## config.mk

```make
export PLATFORM = sky130hd
export DESIGN_NAME = swrt_cell
export DESIGN_NICKNAME = d
export VERILOG_FILES = /design/src/sv/swrt_pkg.sv /design/src/sv/swrt_cell.sv
export SDC_FILE = /design/constraint.sdc
export NUM_CORES = 1
export LEC_CHECK = 0
export BUFFER_PORTS_ARGS = -buffer_cell sky130_fd_sc_hd__buf_4
export CORE_AREA = 8 8 110 112
export CTS_BUF_LIST = sky130_fd_sc_hd__clkbuf_8 sky130_fd_sc_hd__clkbuf_16
export CTS_CLUSTER_DIAMETER = 100
export DETAILED_ROUTE_END_ITERATION = 7
export DIE_AREA = 0 0 118 120
export PLACE_DENSITY = 0.79
export SLEW_MARGIN = 10
export SYNTH_ARGS = -nofsm -noshare
export SYNTH_HDL_FRONTEND = slang
export SYNTH_SLANG_ARGS = --single-unit
```

## constraint.sdc

```tcl
create_clock -name clk -period 2.66 [get_ports clk]
set_clock_uncertainty 0.05 [all_clocks]
set_input_delay 0.133 -clock clk [delete_from_list [all_inputs] [get_ports clk]]
set_output_delay 0.133 -clock clk [all_outputs]
set_load 0.005 [all_outputs]
```

## src/sv/swrt_pkg.sv

```systemverilog
`timescale 1ns / 1ps
// Shared types and constants for the sliding window range tracker.
// No dependencies; used by the cell, the top level and the checker.
package swrt_pkg;

  localparam int DATA_W = 32;
  localparam int CFG_W  = 7;

  // xor with this turns a two's complement word into an unsigned order key
  localparam logic [DATA_W-1:0] SIGN_FLIP = 32'h8000_0000;

  // running extremes carried down the cell chain
  typedef struct packed {
    logic              vld;
    logic [DATA_W-1:0] hi;
    logic [DATA_W-1:0] lo;
  } tok_t;

  typedef enum logic [1:0] {
    ST_IDLE,
    ST_SCAN,
    ST_WAIT
  } state_t;

endpackage

```

## src/sv/swrt_cell.sv

```systemverilog
`timescale 1ns / 1ps
// One cell of the window chain: holds one sample key and folds it into
// the passing max/min token if inside the window. Depends on swrt_pkg.
module swrt_cell #(
  parameter int IDX = 0,
  parameter int CW  = 7
) (
  input  logic                         clk,
  input  logic                         rst_n,
  input  logic                         shift_en,
  input  logic [swrt_pkg::DATA_W-1:0]  key_in,
  output logic [swrt_pkg::DATA_W-1:0]  key_out,
  input  logic [CW-1:0]                len,
  input  swrt_pkg::tok_t               tok_in,
  output swrt_pkg::tok_t               tok_out
);

  logic [swrt_pkg::DATA_W-1:0] key_r;
  swrt_pkg::tok_t              tok_r;
  swrt_pkg::tok_t              tok_nxt;
  logic                        in_window;

  assign in_window = (CW'(IDX) < len);

  always_comb begin
    tok_nxt = tok_in;
    if (tok_in.vld && in_window) begin
      if (key_r > tok_in.hi) tok_nxt.hi = key_r;
      if (key_r < tok_in.lo) tok_nxt.lo = key_r;
    end
  end

  always_ff @(posedge clk) begin
    if (shift_en) key_r <= key_in;
  end

  always_ff @(posedge clk) begin
    if (!rst_n) begin
      tok_r.vld <= 1'b0;
    end else begin
      tok_r.vld <= tok_nxt.vld;
    end
    tok_r.hi <= tok_nxt.hi;
    tok_r.lo <= tok_nxt.lo;
  end

  assign key_out = key_r;
  assign tok_out = tok_r;

endmodule

```

# Word level (Yosys, flattened, before mapping)
# Index checks and enable logic that the tools add are counted.
# word_totals
regBits,97
input_bits,107
out_inout_bits,97
# op_classes
order_cmp,3
mux,3
reduce_logical,1
# op_table
operator,n
two-way mux 32 bit,2
two-way mux 64 bit,1
greater-than comparator 32 bit,1
less-than comparator 32 bit,1
"less-than comparator 1 x 7 -> 1 bit, first input constant",1
logical AND 1 bit,1

# Depth between registers and ports, before layout
# logic_depth
word_depth,3
depth_mapped,10
depth_no_buf,9

# Worst setup path before layout
# No wires, ideal clock.
# synth_timing
path_type,flip-flop to flip-flop
startpoint,"reg key_r, in the netlist key_out[11]"
endpoint,"reg tok_r, in the netlist tok_out[33]"
arrival_time_ns,2.317
setup_slack_ns,0.172
path_stages_with_launch,10
n_path_buf,1
cell_sequence,edfxtp_1 -> ha_1 -> nand4_1 -> nor4_1 -> nor3b_2 -> nor2b_1 -> a211oi_2 -> a21oi_4 -> buf_8 -> mux2_4
# synth_lines
element,line,text
"start, declared",swrt_cell.sv:18,logic [swrt_pkg::DATA_W-1:0] key_r;
"start signal, assigned",swrt_cell.sv:34,if (shift_en) key_r <= key_in;
"end, declared",swrt_cell.sv:19,swrt_pkg::tok_t tok_r;

==> out/metrics.cfg <==
[status]
status=finished with violations
violations=setup timing

[floorplan]
placementRows=38
io_pins=204
floorplan.initialDensity_pct=45.8
core-area_sq_mm=0.0105
die_h_um=120
floorplan.die_area_sq_mm=0.0142
die_width_um=118

[job]
max_cap_viol_count=0

[grt]
grt_use_met2_pct=43.6
grtUsageMet1_pct=22.8
grt_first_pass_wirelength_mm=26.0
antenna_found_initial=2
grt.overflow.total=0
groute.usage.overall_pct=22.9
busiest_layer=met2
grt_max_degree=33
via_count_of_the_first_global_routing_pass=5001
groute.layer.met3.usage_pct=6.20

[synth]
compound_gate_fraction_of_synth_area_pct=7.04
synth-async-reset-ratio_pct=0
top_flip_flop_cell_by_instance_count_after_synthesis=sky130_fd_sc_hd__dfxtp_1
syn-mean-instance-area_sq_um=12.1
synth_edf_count=32
synth_simple_gate_area_share_pct=5.71
synth_top_area_share_pct=27.0
synth_warnings=0
synth_cells=398
post_synth_xor_area_fraction_pct=0
synth_nets=568
dominant_combinational_cell_family_by_area_after_synthesis=multiplexers
ys_top_cells_by_count=65 x sky130_fd_sc_hd__dfxtp_1, 64 x sky130_fd_sc_hd__inv_1, 63 x sky130_fd_sc_hd__ha_1, 34 x sky130_fd_sc_hd__mux2_2, 32 x sky130_fd_sc_hd__edfxtp_1
synth_cell_types=32
synth-adder-area-share_pct=16.4
synth_most_common_cell=sky130_fd_sc_hd__dfxtp_1
synthesis_stage_register_bit_count=97
yosysSeqAreaShare_pct=47.0
synth_mux_area_share_pct=17.3
netlist_area_sq_mm=0.00482
post-synth-top-area-cell=sky130_fd_sc_hd__dfxtp_1
synth.area.top_cells=sky130_fd_sc_hd__dfxtp_1 27%, sky130_fd_sc_hd__edfxtp_1 20%, sky130_fd_sc_hd__ha_1 16%

[clock_network]
htree_num_levels=3
tritoncts=built
master_cell_of_the_clock_root_buffer=sky130_fd_sc_hd__clkbuf_8
clk_pin_slew_ns=0.09
cts_buffers=9
worst_skew_pair.late_latency_ns=0.36
cts_max_path_buffers=2
clock_sinks=97

[setup_path]
critical_path_peak_fanout=6
start_kind=input pin
endpoint_kind=flip-flop
wp_data_required_ns=2.86
timing.critical_path.arrival_ns=2.88
setup.worst_path.class=input pin to flip-flop

[timing]
transition_time_at_the_pin_with_the_least_slew_margin_ns=0.487
fmax_mhz=373
rsz_0062_raised_after_global_routing=yes
number_of_max_slew_violations_in_the_final_report=0
final-hold-violation-count=0
min_period_ns=2.68
final_min_period_over_clock_period_pct=101
fin_setup_tns_ns=-0.0557
timing.final.ws_setup_ns=-0.0190
slew_headroom_pct=67.5
timing.final.setup_violations=8

[power]
p_per_area_mw_per_mm2=516
netSwitchingFraction_pct=25.1
vdd.ir_drop.worst_mv=0.289
internal-power_mw=3.19
power.leakage_nw=4.14
share_of_total_power_in_combinational_logic_pct=28.5
seqPwrFrac_pct=41.1
switching_power_mw=1.07
clock_power_share_pct=30.4

[route]
drt.antenna.violating_nets=0
post_drt_via_cell_ratio=4.84
routed_via_count=4344
detail_route.drc_violations=0
avgRoutedWirePerCell_um=18.7
drt_first_pass_iters=4
drt_iter0_drc=172
route.final.wire_length_mm=16.8

[placed_design]
post_dp_cell_area_sq_mm=0.00676
dp.cells=774
place_ws_ns=-0.112
routability_cong=0.829
dp_hpwl_mm=11.6
port_buffers=203

[finish]
layout-area-overhead-vs-synth_pct=71.2
post_layout_nonfiller_instances=898
share_of_the_core_filled_with_cells_pct=78.5
postLayoutCellArea_sq_mm=0.00825
drive_above_1_share_pct=45.8
final_net_count=921

[worst_hold_path]
hold_class=input pin to flip-flop

[metrics by stage]
step	hold WS, ns	total power, mW
floorplan	0.182	2.22
global placement	0.262	2.75
detailed placement	0.262	2.79
CTS	0.196	4.20
global route	0.205	4.45
finish	0.205	4.25
[area by class of cell]
cell class	count	area, sq um
inverters	64	240
well taps	140	175
clock inverters	5	125
clock buffers	11	151
fillers	654	2260
diodes	2	5.00
repair buffers	348	2970
multi-input cells	231	2320
flip-flops and latches	97	2260
[worst max-delay path, cell delays in order]
cell and delay, ns:
sky130_fd_sc_hd__dlygate4sd3_1 0.54, sky130_fd_sc_hd__buf_4 0.11, sky130_fd_sc_hd__inv_1 0.04, sky130_fd_sc_hd__ha_1 0.30, sky130_fd_sc_hd__nand4_1 0.15, sky130_fd_sc_hd__nor4_2 0.32, sky130_fd_sc_hd__a222oi_1 0.17, sky130_fd_sc_hd__buf_4 0.16
sky130_fd_sc_hd__a211oi_2 0.28, sky130_fd_sc_hd__a21oi_4 0.06, sky130_fd_sc_hd__buf_12 0.15, sky130_fd_sc_hd__clkbuf_16 0.16, sky130_fd_sc_hd__mux2_4 0.30
[timing repair]
action                                 4_1_cts  5_1_grt
gates resized for setup                      2       19
cloned                                       0        3
hold buffers                                98        0
setup buffers                                1        4
endpoints found under the hold margin       97        0
pin swaps                                    0        7
setup endpoints to repair                   32       64
[flip-flops by register name, indices dropped and copies added (netlist names)]
name / count
key_out: 32
tok_out: 65
[worst paths after layout]
kind / from / end / slack (ns) / cells past startpoint
max: tok_in[57] / tok_out[50] / -0.02 / 13
min: shift_en / key_out[29] / 0.20 / 1
max reg2reg: key_out[25] / tok_out[50] / -0.02 / 10
min reg2reg: key_out[3] / tok_out[35] / 0.58 / 1
[layout by cell type (no fill, tap or decap), drive strengths merged, types with 6 or more instances in the layout]
| cell type | count |
|---|---|
| clkbuf | 13 |
| dfxtp | 65 |
| o21ai | 8 |
| dlygate4sd3 | 98 |
| mux2 | 64 |
| a21oi | 27 |
| inv | 64 |
| ha | 63 |
| nor2 | 8 |
| edfxtp | 32 |
| a21o | 7 |
| nand2 | 17 |
| nand4 | 11 |
| buf | 248 |
| nand3 | 6 |
[power groups by stage]
stage	clock, mW	combinational [mW]	sequential [mW]
2_1_floorplan	0	0.413	1.81
5_1_grt	1.38	1.31	1.76
3_3_place_gp	0	0.976	1.77
3_5_place_dp	0	1.01	1.78
6_report	1.29	1.21	1.75
4_1_cts	1.31	1.14	1.75
[metal layers]
layer | share of wire [%] | vias up | wire, um
li1 | - | 2106 | -
met1 | 37 | 2044 | 6290
met2 | 54 | 156 | 9100
met5 | 0 | - | 0
met3 | 5.6 | 38 | 933
met4 | 2.8 | 0 | 467
[cell families (layout without fill, tap and decap cells)]
kind of cell	count (synthesis)	in the layout
AOI/OAI and AO/OA	51	51
adders and majority gates	63	63
buffers and inverters	70	428
DFF	97	97
muxes	64	64
other	0	2
and+or+nand+nor	53	53
No activity file was read; power rests on OpenSTA's default activity.
